### src/hw/rtl/sorted_table_binary_search_top_assert.svh
// Assertion macros for the sorted table blocks.
// Used by modules that include this header; expects i_clk and i_rst_n in scope.
`ifndef SORTED_TABLE_BINARY_SEARCH_TOP_ASSERT_SVH
`define SORTED_TABLE_BINARY_SEARCH_TOP_ASSERT_SVH

// Check that cons holds in the same cycle as ante.
`define STBS_ASSERT_NOW(label, ante, cons, msg) \
    label: assert property (@(posedge i_clk) disable iff (!i_rst_n) (ante) |-> (cons)) \
        else $error(msg);

// Check that cons holds in the cycle after ante.
`define STBS_ASSERT_NEXT(label, ante, cons, msg) \
    label: assert property (@(posedge i_clk) disable iff (!i_rst_n) (ante) |=> (cons)) \
        else $error(msg);

`endif

### src/hw/rtl/stbs_pkg.sv
// Shared types and constants for the sorted table with binary search.
// No dependencies; imported by the controller, the datapath and the top level.
`timescale 1ns / 1ps

package stbs_pkg;

    // Table geometry.
    localparam int TABLE_DEPTH = 256;
    localparam int IDX_W       = $clog2(TABLE_DEPTH);
    localparam int CNT_W       = $clog2(TABLE_DEPTH + 1);

    // Item field widths.
    localparam int VAL_W       = 32;
    localparam int REQ_W       = 2;
    localparam int COUNT_OUT_W = 9;
    localparam int OUT_DATA_W  = 16;

    // Request codes.
    localparam logic [REQ_W-1:0] REQ_CLEAR  = 2'd0;
    localparam logic [REQ_W-1:0] REQ_INSERT = 2'd1;
    localparam logic [REQ_W-1:0] REQ_SEARCH = 2'd2;

    // Controller states.
    typedef enum logic [5:0] {
        ST_IDLE     = 6'b000001,
        ST_INS_RD   = 6'b000010,
        ST_INS_CMP  = 6'b000100,
        ST_SRCH_RD  = 6'b001000,
        ST_SRCH_CMP = 6'b010000,
        ST_DONE     = 6'b100000
    } t_state;

    // Commands from the controller to the datapath.
    typedef struct packed {
        logic load;        // capture a new item
        logic clear;       // empty the table on load
        logic flag_full;   // mark the insert as dropped on load
        logic rd_ins;      // read the entry below the insert position
        logic rd_next;     // read two below the insert position while shifting
        logic shift;       // move the read entry up into the insert position
        logic place;       // write the new value at the insert position
        logic rd_probe;    // read the middle of the search range
        logic probe_step;  // narrow the search range
        logic set_found;   // mark the search as a hit
        logic out_load;    // move the result into the output register
    } t_cmd;

    // Status from the datapath to the controller.
    typedef struct packed {
        logic full;        // table holds TABLE_DEPTH entries
        logic pos_zero;    // insert position is at the bottom
        logic pos_one;     // insert position is one above the bottom
        logic gt;          // read entry is greater than the item value
        logic eq;          // read entry equals the item value
        logic range_empty; // search range holds nothing
    } t_stat;

endpackage

### src/hw/rtl/stbs_ctrl.sv
// Controller state machine for the sorted table: sequences clear, insert and search.
// Depends on stbs_pkg; drives the datapath only through t_cmd and reads t_stat.
`timescale 1ns / 1ps

module stbs_ctrl
    import stbs_pkg::*;
(
    input  logic             i_clk,
    input  logic             i_rst_n,
    input  logic             i_in_valid,
    input  logic [REQ_W-1:0] i_req_type,
    output logic             o_in_ready,
    output logic             o_out_valid,
    input  logic             i_out_ready,
    input  t_stat            i_stat,
    output t_cmd             o_cmd
);

    t_state r_state, n_state;
    logic   r_out_valid, n_out_valid;
    t_cmd   w_cmd;

    // Next state and command decode.
    always_comb begin
        n_state = r_state;
        w_cmd   = '0;
        unique case (r_state)
            ST_IDLE: begin
                if (i_in_valid) begin
                    w_cmd.load      = 1'b1;
                    w_cmd.clear     = (i_req_type == REQ_CLEAR);
                    w_cmd.flag_full = (i_req_type == REQ_INSERT) && i_stat.full;
                    if (i_req_type == REQ_INSERT && !i_stat.full) begin
                        n_state = ST_INS_RD;
                    end else if (i_req_type == REQ_SEARCH) begin
                        n_state = ST_SRCH_RD;
                    end else begin
                        n_state = ST_DONE;
                    end
                end
            end
            ST_INS_RD: begin
                if (i_stat.pos_zero) begin
                    w_cmd.place = 1'b1;
                    n_state     = ST_DONE;
                end else begin
                    w_cmd.rd_ins = 1'b1;
                    n_state      = ST_INS_CMP;
                end
            end
            ST_INS_CMP: begin
                if (i_stat.gt) begin
                    w_cmd.shift = 1'b1;
                    if (i_stat.pos_one) begin
                        n_state = ST_INS_RD;
                    end else begin
                        w_cmd.rd_next = 1'b1;
                    end
                end else begin
                    w_cmd.place = 1'b1;
                    n_state     = ST_DONE;
                end
            end
            ST_SRCH_RD: begin
                if (i_stat.range_empty) begin
                    n_state = ST_DONE;
                end else begin
                    w_cmd.rd_probe = 1'b1;
                    n_state        = ST_SRCH_CMP;
                end
            end
            ST_SRCH_CMP: begin
                if (i_stat.eq) begin
                    w_cmd.set_found = 1'b1;
                    n_state         = ST_DONE;
                end else begin
                    w_cmd.probe_step = 1'b1;
                    n_state          = ST_SRCH_RD;
                end
            end
            ST_DONE: begin
                if (!r_out_valid || i_out_ready) begin
                    w_cmd.out_load = 1'b1;
                    n_state        = ST_IDLE;
                end
            end
            default: begin
                n_state = ST_IDLE;
            end
        endcase
    end

    // Output register valid flag.
    always_comb begin
        n_out_valid = r_out_valid;
        if (w_cmd.out_load) begin
            n_out_valid = 1'b1;
        end else if (i_out_ready) begin
            n_out_valid = 1'b0;
        end
    end

    always_ff @(posedge i_clk) begin
        if (!i_rst_n) begin
            r_state     <= ST_IDLE;
            r_out_valid <= 1'b0;
        end else begin
            r_state     <= n_state;
            r_out_valid <= n_out_valid;
        end
    end

    assign o_in_ready  = (r_state == ST_IDLE);
    assign o_out_valid = r_out_valid;
    assign o_cmd       = w_cmd;

endmodule

### config.mk
export PLATFORM = sky130hd
export DESIGN_NAME = stbs_ctrl
export DESIGN_NICKNAME = d
export VERILOG_FILES = /design/src/hw/rtl/sorted_table_binary_search_top_assert.svh /design/src/hw/rtl/stbs_pkg.sv /design/src/hw/rtl/stbs_ctrl.sv
export SDC_FILE = /design/constraint.sdc
export NUM_CORES = 1
export LEC_CHECK = 0
export ABC_AREA = 1
export ABC_CLOCK_PERIOD_IN_PS = 1500
export CAP_MARGIN = 20
export CELL_PAD_IN_SITES_DETAIL_PLACEMENT = 1
export CELL_PAD_IN_SITES_GLOBAL_PLACEMENT = 1
export CORE_MARGIN = 2
export CORE_UTILIZATION = 37
export DETAILED_ROUTE_END_ITERATION = 8
export DONT_BUFFER_PORTS = 1
export GPL_TIMING_DRIVEN = 0
export HOLD_SLACK_MARGIN = 0.05
export PLACE_DENSITY = 0.83
export SETUP_SLACK_MARGIN = 0.02
export SYNTH_ARGS = -nofsm -noshare
export SYNTH_HDL_FRONTEND = slang
export SYNTH_SLANG_ARGS = --single-unit
### constraint.sdc
create_clock -name i_clk -period 1.5 [get_ports i_clk]
set_input_delay 0.45 -clock i_clk [delete_from_list [all_inputs] [get_ports i_clk]]
set_output_delay 0.45 -clock i_clk [all_outputs]
set_load 0.02 [all_outputs]
==> out/results.ini, run 1 <==
[timing]
worst_path_end_type=output port
grt-worst-endpoint=o_cmd[9]

[yosys]
yosysTopAreaCellShare_pct=26.9
yosysSeqAreaShare_pct=26.9
yosys_register_bits=7
synthAdderAreaFrac_pct=0
synthSimpleGateAreaFrac_pct=52.6
synth-compound-area-share_pct=5.29
syn_nets=97
yosysTopAreaCell=dfxtp_1
yosysWarnings=0
syn_inst=85
synth_top_family_by_area=simple AND/OR/NAND/NOR gates
synthXorXnorAreaFrac_pct=0
avgSynthCellArea_um2=6.12
synth_area_um2=520
synth_area_leaders=dfxtp_1, nor2_1, inv_1
synthMuxAreaShare_pct=0
yosysUniqueCellTypes=17

[die]
chipWidth_um=41.5
die_y_um=41.5
pin_count=25
start_util_pct=40.0
rows=13

[place]
place.gp.congestion=0.826
hpwl_mm=1.15
portBuffers=0
place_ws_ns=-0.201

[clock_tree]
clk_root_buffer_cell=clkbuf_4
hold_buffers=0
numCtsBuffers=3
cts_max_level=1
cts_buffer_depth=2
cts.sinks=7

[global_routing]
grt_max_degree=7
antenna_found_initial=0

[status]
toolErrorMsg=[ERROR DPL-0033] detailed placement checks failed during check placement.
stop_stage=5_1_grt
status=aborted with a tool error

cells by family after synthesis:
family	Yosys count
AND/OR/NAND/NOR	53
buffers and inverters	20
flip-flops	7
AO/OA/AOI/OAI	5
repair_timing:
| item | 4_1_cts |
|---|---|
| gates resized for setup | 27 |
| endpoints found under the setup margin | 13 |
| buffers inserted | 14 |
| pin swaps | 14 |
Yosys cell counts, drive strengths merged:
library cell	instances
a21oi	2
a31oi	2
and3	1
buf	1
dfxtp	7
inv	19
nand2	10
nand3	6
nand4	6
nor2	26
nor3	3
nor4	1
o21ai	1
per-stage QoR:
stage | cells | utilization, % | cell area, um^2 | hold slack (ns) | setup TNS, ns
after detailed placement | 100 | 44.5 | 579 | 0.527 | -0.572
after CTS | 118 | 61.5 | 801 | 0.255 | -3.45
after floorplan | 85 | - | 561 | 0.519 | -0.180
after global placement | 100 | 44.5 | 579 | 0.519 | -0.441
==> inputs of run 2 (changes only) <==
Settings changed: CELL_PAD_IN_SITES_DETAIL_PLACEMENT 1 to default, CELL_PAD_IN_SITES_GLOBAL_PLACEMENT 1 to default, CORE_AREA from default to 2 2 63 65, CORE_MARGIN 2 to default, CORE_UTILIZATION 37 to default, DIE_AREA from default to 0 0 65 67, HOLD_SLACK_MARGIN 0.05 to default, PLACE_DENSITY 0.83 to default, PLACE_DENSITY_LB_ADDON from default to 0.15, SETUP_SLACK_MARGIN 0.02 to default.
==> out/results.ini, run 2 <==
[status]
status=finished with violations
violations=negative setup slack

[worst_setup_path]
path_common_cell=nor2_4
critical_path_class=reg2out
critical_path_arrival_ns=1.40
slowest_stage=dfxtp_2
end_kind=output pin
rr_worst_depth=10
timing.rr.start=r_state[0]$_SDFFE_PN1P_
required_ns=1.05
path_max_fanout=4
r2r_end=r_state[5]$_SDFFE_PN0P_
worstSetupStartpointType=flip-flop
crit_path_max_incr_delay_ns=0.32
crit_chain=nor2_4 > nand3_4 > nor2_4 > inv_2 > nor4_4
worst-r2r-setup-slack_ns=0.06

[global_routing]
grt_overflow_total=0
antenna_found_initial=0
grt_max_degree=6
grt_usage_pct=9.04
grt_pass1_vias=602
grt_pass1_wl_mm=2.81

[timing]
final_hold_viol_count=0
slew_headroom_pct=75.0
post-route-min-period_ns=1.85
setup_viol_count_final=11
fmax_mhz=540
worst_slew_pin_slew_ns=0.372
layout_setup_ws_ns=-0.350
skew_ns=0.00152
slew_violations=0
grt_setup_unrepaired=true
fin_crit_sh_pct=123

[yosys]
yosysSeqAreaShare_pct=26.9  ; unchanged
syn_inst=85  ; unchanged
synthArstFlopShare_pct=0  ; unchanged
synthFlopType=dfxtp_1
yosys_register_bits=7  ; unchanged
yosys-top-cells-count=nor2_1, inv_1, nand2_1, dfxtp_1, nand4_1
yosysWarnings=0  ; unchanged
synth-edff-count=0  ; unchanged
yosysTopAreaCell=dfxtp_1
synth_area_leaders=dfxtp_1, nor2_1, inv_1
yosysTopAreaCellShare_pct=26.9  ; unchanged
synthMostInstantiatedCell=nor2_1
synth_area_um2=520  ; unchanged
syn_nets=97  ; unchanged
avgSynthCellArea_um2=6.12  ; unchanged
yosysUniqueCellTypes=17  ; unchanged

[die]
start_util_pct=14.4  ; -26 points
core_um2=3610
rows=22  ; +9
die-area_um2=4360
die_y_um=67  ; +61%
chipWidth_um=65  ; +57%
pin_count=25  ; unchanged

[clock_tree]
numCtsBuffers=3  ; unchanged
path_clk_slew_ns=0.04
clk_latency_ns=0.23
cts_max_level=1  ; unchanged
cts_tree=yes
cts.sinks=7  ; unchanged
cts_buffer_depth=2  ; unchanged
hold_buffers=0  ; unchanged
clk_root_buffer_cell=clkbuf_8

[routing]
drc=0
routedWlPerCell_um=12.3
avgViaCountPerCell=3.98
ant_nets=0
vias=633
drt_iter0_drc=17
dr.pass1.iters=4
routed_wl_mm=1.96

[power]
pwr-share-seq_pct=24.7
p_per_area_nw_per_um2=895
ir_worst_vdd_v=0.000217
clkPwrFrac_pct=31.0
power_frac_comb_pct=44.3
p_int_uw=565
leakage_uw=0.000418
switching_share_pct=36.5
fin_total_pwr_uw=889
switchingPower_uw=324

[place]
place.gp.congestion=0.730  ; -12%
portBuffers=0  ; unchanged
dp.cells=133  ; +33%
hpwl_mm=1.29  ; +12%
place_ws_ns=-0.204  ; -0.00358 ns

[worst_hold_path]
hp-start=i_rst_n
hold_class=in2reg
whs_path_depth=1
whs_endpoint=r_state[0]$_SDFFE_PN1P_

[cells_and_area]
drive_gt1_share_pct=56.8
instances_no_fill=159
mostFrequentLayoutCells=inv_1, buf_4, nor2_1, nor2_4, buf_6
nNetsFinal=124
finalCoreUtilization_pct=27.6
n_antenna_cell=0
areaGrowthSynthToFinish_pct=90.9
top_register=r_state
largest_register_ffs=6

[run]
drv_cap=0

run 2: cell counts after synthesis:
Identical to the previous run, type by type.
run 2: repair_timing:
item	in CTS	in global routing
setup buffers	15	7
resized for setup	23	18
cloned	0	0
endpoints found under the setup margin	13	17
pin swaps	7	13
run 2: power by group through the flow:
stage	sequential [uW]	clock [uW]	combinational (uW)
floorplan	221	0	167
global placement	222	0	202
detailed placement	222	0	199
CTS	217	285	313
global route	222	292	424
finish	219	275	394
run 2: cell families after synthesis:
logic type | count (synthesis) | share of synthesized area, %
flops | 7 | 26.9
buf+inv | 20 | 15.1
simple gates | 53 | 52.6
compound gates | 5 | 5.29
run 2: critical path, delay by kind of cell (launching register included):
family	cells	cell delay (ns)
AND/OR/NAND/NOR	4	0.75
flip-flops	1	0.32
buffers and inverters	1	0.09
run 2: area by class of cell:
class,count,area (um^2)
buffer,1,11.3
inverter,19,75.1
clock buffer,4,45.0
multi-input combinational,58,457
sequential,7,146
timing repair buffer,22,199
tap,48,60.1
fill,399,2610
run 2: how the worst max path moves through the flow:
stage                                  from  endpoint  slack, ns
detailed placement  r_state[2]$_SDFFE_PN0P_  o_cmd[9]      -0.20
global route        r_state[4]$_SDFFE_PN0P_  o_cmd[8]      -0.41
floorplan           r_state[4]$_SDFFE_PN0P_  o_cmd[9]      -0.10
CTS                 r_state[4]$_SDFFE_PN0P_  o_cmd[8]      -0.36
finish              r_state[4]$_SDFFE_PN0P_  o_cmd[8]      -0.35
global placement    r_state[4]$_SDFFE_PN0P_  o_cmd[9]      -0.21
run 2: per-layer routing:
layer	wire [um]	global-route usage (%)	vias up
li1	-	-	320
met1	779	10.5	283
met2	972	14.2	25
met3	142	2.20	5
met4	61	7.18	0
met5	0	0	-
run 2: through the flow:
stage | hold slack (ns) | instance area (um^2) | TNS, ns
6_report | 0.283 | 993 | -2.79
5_1_grt | 0.300 | 993 | -3.47
4_1_cts | 0.288 | 873 | -2.55
3_5_place_dp | 0.529 | 621 | -0.777
3_3_place_gp | 0.525 | 621 | -0.805
2_1_floorplan | 0.519 | 561 | -0.180
No activity file was read; power rests on OpenSTA's default activity.
==> inputs of run 3 (changes only) <==
==> constraint.sdc (replaced) <==
create_clock -name i_clk -period 1.5 [get_ports i_clk]
set_input_delay 0.075 -clock i_clk [delete_from_list [all_inputs] [get_ports i_clk]]
set_output_delay 0.075 -clock i_clk [all_outputs]
set_load 0.02 [all_outputs]
==> out/results.ini, run 3 (synthesized netlist as in run 2, its figures left out) <==
[status]
status=finished clean

[routing]
routed_wl_mm=1.54  ; -21%
drt_iter0_drc=28  ; +11
dr.pass1.iters=4  ; unchanged
drc=0  ; unchanged
ant_nets=0  ; unchanged
vias=563  ; -11%
avgViaCountPerCell=3.94  ; -1.1%
routedWlPerCell_um=10.8  ; -12%

[place]
placed_area_um2=594  ; -4.2%
hpwl_mm=1.26  ; -2.8%
place_ws_ns=-0.146  ; +0.0578 ns
place.gp.congestion=0.676  ; -7.4%
portBuffers=0  ; unchanged
dp.cells=133  ; unchanged

[worst_setup_path]
slowest_stage=dfxtp_1
crit_chain=nor2_4 > nand3_4 > nor2_4 > nand2_1 > inv_2
path_common_cell=nor2_4
crit_path_max_incr_delay_ns=0.35  ; +0.03 ns
path_max_fanout=8  ; +4
critical_path_class=reg2out
crit_family=simple AND/OR/NAND/NOR gates
worst-path-buf-inv=1  ; unchanged
worstSetupStartpointType=flip-flop
required_ns=1.42  ; +0.37 ns
worst-r2r-setup-slack_ns=0.08  ; +0.02 ns
end_kind=output pin
critical_path_arrival_ns=1.38  ; -0.02 ns

[timing]
fin_crit_sh_pct=97.1  ; -26 points
post-route-min-period_ns=1.46  ; -0.393 ns
setup_viol_count_final=0  ; -11
skew_ns=0.000451  ; -0.00106 ns
final_hold_viol_count=0  ; unchanged
worst_slew_pin_slew_ns=0.427  ; +0.0556 ns
layout_setup_ws_ns=0.0429  ; +0.393 ns
fmax_mhz=686  ; +27%
whs_ns=0.0671  ; -0.216 ns
slew_headroom_pct=71.4  ; -3.6 points
slew_violations=0  ; unchanged
grt_setup_unrepaired=true

[clock_tree]
cts_buffer_depth=2  ; unchanged
clk_root_buffer_cell=clkbuf_8
cts.sinks=7  ; unchanged
cts_tree=yes
numCtsBuffers=3  ; unchanged
clk_latency_ns=0.22  ; about the same
path_clk_slew_ns=0.04  ; about the same
cts_max_level=1  ; unchanged

[global_routing]
antenna_found_initial=0  ; unchanged
grt_max_degree=9  ; +3
grt_usage_pct=7.74  ; -1.3 points
grt_pass1_vias=544  ; -9.6%
grt_overflow_total=0  ; unchanged
grt_pass1_wl_mm=2.50  ; -11%

[die]
die-area_um2=4360  ; unchanged
die_y_um=67  ; unchanged
rows=22  ; unchanged
pin_count=25  ; unchanged
start_util_pct=14.4  ; unchanged
core_um2=3610  ; unchanged
chipWidth_um=65  ; unchanged

[worst_hold_path]
hold_class=in2reg

[cells_and_area]
n_antenna_cell=0  ; unchanged
top_register=r_state
mostFrequentLayoutCell=nor2_1
nNetsFinal=108  ; -13%
largest_register_ffs=6  ; unchanged
mostFrequentLayoutCells=nor2_1, inv_1, nand2_1, nor2_4, nand4_1
instances_no_fill=143  ; -10%
areaGrowthSynthToFinish_pct=42.8
drive_gt1_share_pct=30.5  ; -26 points
fin_area_um2=743  ; -25%

[run]
drv_cap=0  ; unchanged

[power]
leakage_uw=0.000328  ; -22%
ir_worst_vdd_v=0.000299  ; +37%
p_per_area_nw_per_um2=979  ; +9.4%

==> run 3: area by class of cell <==
cell class / count / area (um^2)
Sequential cell: 7 / 146
Buffer: 1 / 7.51
Multi-Input combinational cell: 58 / 362
Timing Repair Buffer: 6 / 51.3
Tap cell: 48 / 60.1
Clock buffer: 4 / 45.0
Inverter: 19 / 71.3
Fill cell: 411 / 2860
==> run 3: metrics by stage <==
stage,util [%],power (uW),setup TNS [ns]
CTS,19.4,721,-0.126
detailed placement,16.5,403,-0.272
global placement,16.5,406,-0.283
finish,20.6,728,0
floorplan,-,367,0
global route,20.6,777,-0.0430
==> run 3: worst paths after layout <==
path | startpoint | end | cells after the start
worst max-delay path | r_state[1]$_SDFFE_PN0P_ | o_cmd[6] | 5
worst min-delay path | i_rst_n | o_out_valid$_SDFFE_PN0P_ | 2
worst max register to register | r_state[1]$_SDFFE_PN0P_ | r_state[0]$_SDFFE_PN1P_ | 7
worst min register to register | o_out_valid$_SDFFE_PN0P_ | o_out_valid$_SDFFE_PN0P_ | 4
==> run 3: worst reg2reg max path: cells and delay by family (launching register included) <==
family	cells	cell delay [ns]
DFF	1	0.35
and+or+nand+nor	4	0.53
buffers and inverters	1	0.15
AOI/OAI and AO/OA	2	0.28
==> run 3: report_power, final <==
group | switching, uW | total, uW | internal (uW)
clock | 78.8 | 262 | 184
combinational | 162 | 243 | 81.4
sequential | 18.9 | 222 | 204
total | 259 | 728 | 469
==> run 3: what timing repair did <==
action	4_1_cts	5_1_grt
hold buffers	1	0
gates resized for setup	10	7
buffers inserted	3	2
setup endpoints to repair	3	6
hold endpoints to repair	2	0
pin swaps	5	5
==> run 3: layer usage <==
metal	global-route usage [%]	share of wire (%)	vias to the layer above	routed length [um]
li1	-	-	291	-
met1	9.81	48	253	740
met2	11.9	43	19	661
met3	3.72	9.0	0	138
met4	1.60	0	0	0
met5	0	0	-	0
==> inputs of run 4 (changes only) <==
Settings changed: BUFFER_PORTS_ARGS from default to -buffer_cell sky130_fd_sc_hd__buf_2, DONT_BUFFER_PORTS 1 to default.
==> out/results.ini, run 4 (synthesized netlist as in run 2, its figures left out) <==
[clock_tree]
cts.sinks=7  ; unchanged
cts_max_level=1  ; unchanged
path_clk_slew_ns=0.04  ; about the same
hold_buffers=0  ; -1
clk_root_buffer_cell=clkbuf_8
numCtsBuffers=3  ; unchanged
clk_latency_ns=0.23  ; about the same
cts_buffer_depth=2  ; unchanged
cts_tree=yes

[cells_and_area]
mostFrequentLayoutCell=buf_2
n_antenna_cell=0  ; unchanged
nNetsFinal=132  ; +22%
largest_register_ffs=6  ; unchanged
fillers=426  ; +3.6%
areaGrowthSynthToFinish_pct=62.0
drive_gt1_share_pct=42.0  ; +11 points
finalCoreUtilization_pct=23.4  ; +2.8 points
top_register=r_state
mostFrequentLayoutCells=buf_2, nor2_1, inv_1, nand2_1, buf_4

[routing]
routed_wl_mm=1.59  ; +3.5%
drc=0  ; unchanged
ant_nets=0  ; unchanged
vias=644  ; +14%
drt_iter0_drc=20  ; -29%
dr.pass1.iters=4  ; unchanged
avgViaCountPerCell=3.86  ; -2.1%
routedWlPerCell_um=9.54  ; -11%

[worst_setup_path]
path_max_fanout=3  ; -5
critical_path_class=reg2out
critical_path_arrival_ns=1.34  ; -0.04 ns
worstSetupStartpointType=flip-flop
timing.rr.start=r_state[3]$_SDFFE_PN0P_
end_kind=output pin
rr_worst_depth=7  ; unchanged
worst-r2r-setup-slack_ns=0.14  ; +0.06 ns
required_ns=1.42  ; about the same
r2r_end=r_state[1]$_SDFFE_PN0P_

[global_routing]
grt_max_degree=9  ; unchanged
grt_pass1_wl_mm=2.57  ; +2.8%
grt_overflow_total=0  ; unchanged
grt_pass1_vias=620  ; +14%
antenna_found_initial=0  ; unchanged
grt_usage_pct=7.84  ; +0.10 points

[die]
rows=22  ; unchanged
chipWidth_um=65  ; unchanged
die-area_um2=4360  ; unchanged
start_util_pct=14.4  ; unchanged
die_y_um=67  ; unchanged
core_um2=3610  ; unchanged
pin_count=25  ; unchanged

[worst_hold_path]
whs_endpoint=r_state[0]$_SDFFE_PN1P_
hold_class=in2reg
whs_path_depth=2  ; unchanged
hp-start=i_rst_n

[timing]
final_hold_viol_count=0  ; unchanged
layout_setup_ws_ns=0.0803  ; +0.0374 ns
grt_setup_unrepaired=true
setup_viol_count_final=0  ; unchanged
worst_slew_pin_slew_ns=0.225  ; -0.202 ns
slew_violations=0  ; unchanged
post-route-min-period_ns=1.42  ; -0.0374 ns
slew_headroom_pct=84.9  ; +13 points
fmax_mhz=704  ; +2.6%
skew_ns=0.00169  ; +0.00124 ns
fin_crit_sh_pct=94.6  ; -2.5 points

[place]
hpwl_mm=1.32  ; +5.4%
portBuffers=24  ; +24
place_ws_ns=0.175  ; +0.322 ns
place.gp.congestion=0.690  ; +2.0%

[status]
status=finished clean

[power]
ir_worst_vdd_v=0.000212  ; -29%
p_per_area_nw_per_um2=909  ; -7.1%
leakage_uw=0.000442  ; +35%

[run]
drv_cap=0  ; unchanged

-- run 4: changes by cell type in the layout (fill, tap and decap cells not counted), moves of 2 or more --
cell,change
buf_4,+4
buf_2,+21
nand3_4,-2
nand3_2,+2
dfxtp_1,+2
-- run 4: routing by layer --
layer  global-route usage (%)  wire length, um  vias to the layer above
met5                        0                0                        -
met2                     12.9              725                       21
li1                         -                -                      342
met1                     9.29              722                      281
met4                     1.60                0                        0
met3                     3.72              146                        0
-- run 4: worst max-delay path by stage --
stage / start / to / slack [ns] / cells past startpoint
floorplan: r_state[2]$_SDFFE_PN0P_ / o_cmd[9] / 0.02 / 5
global placement: r_state[4]$_SDFFE_PN0P_ / o_cmd[8] / 0.16 / 6
detailed placement: r_state[2]$_SDFFE_PN0P_ / o_cmd[8] / 0.18 / 6
CTS: r_state[0]$_SDFFE_PN1P_ / o_cmd[8] / 0.006 / 7
global route: r_state[5]$_SDFFE_PN0P_ / o_cmd[6] / -0.008 / 7
finish: r_state[5]$_SDFFE_PN0P_ / o_cmd[8] / 0.08 / 6
-- run 4: final cells by class --
type / count / area, um^2 / area share [%]
multi-input combinational: 58 / 333 / 39.5
timing repair buffer: 30 / 185 / 22.0
sequential: 7 / 141 / 16.8
inverter: 19 / 71.3 / 8.46
tap: 48 / 60.1 / 7.12
clock buffer: 4 / 45.0 / 5.34
buffer: 1 / 7.51 / 0.890
-- run 4: timing repair --
action                                 4_1_cts  5_1_grt
setup endpoints to repair                    2        4
endpoints found under the hold margin        0        0
gates resized for setup                      2        8
cloned                                       0        0
pin swaps                                    2        3
setup buffers                                4        2
-- run 4: metrics by stage --
| step | cells | instance area [um^2] | TNS [ns] | total power (uW) | hold slack, ns |
|---|---|---|---|---|---|
| finish | 167 | 843 | 0 | 767 | 0.0480 |
| CTS | 165 | 806 | 0 | 743 | 0.0430 |
| floorplan | 85 | 534 | 0 | 367 | 0.144 |
| detailed placement | 157 | 714 | 0 | 439 | 0.286 |
| global route | 167 | 843 | -0.00934 | 821 | 0.0590 |
| global placement | 157 | 714 | 0 | 439 | 0.290 |
-- run 4: worst max-delay path, cell delays in order (launching register included) --
cell,delay [ns]
dfxtp_1,0.33
nor2_4,0.16
nand3_2,0.14
nor2_4,0.14
inv_2,0.06
nor4_4,0.12
buf_4,0.18
-- run 4: where the power goes --
part	total, uW	internal (uW)	switching (uW)
Sequential	217	202	15.3
Clock	265	184	80.8
Combinational	285	120	165
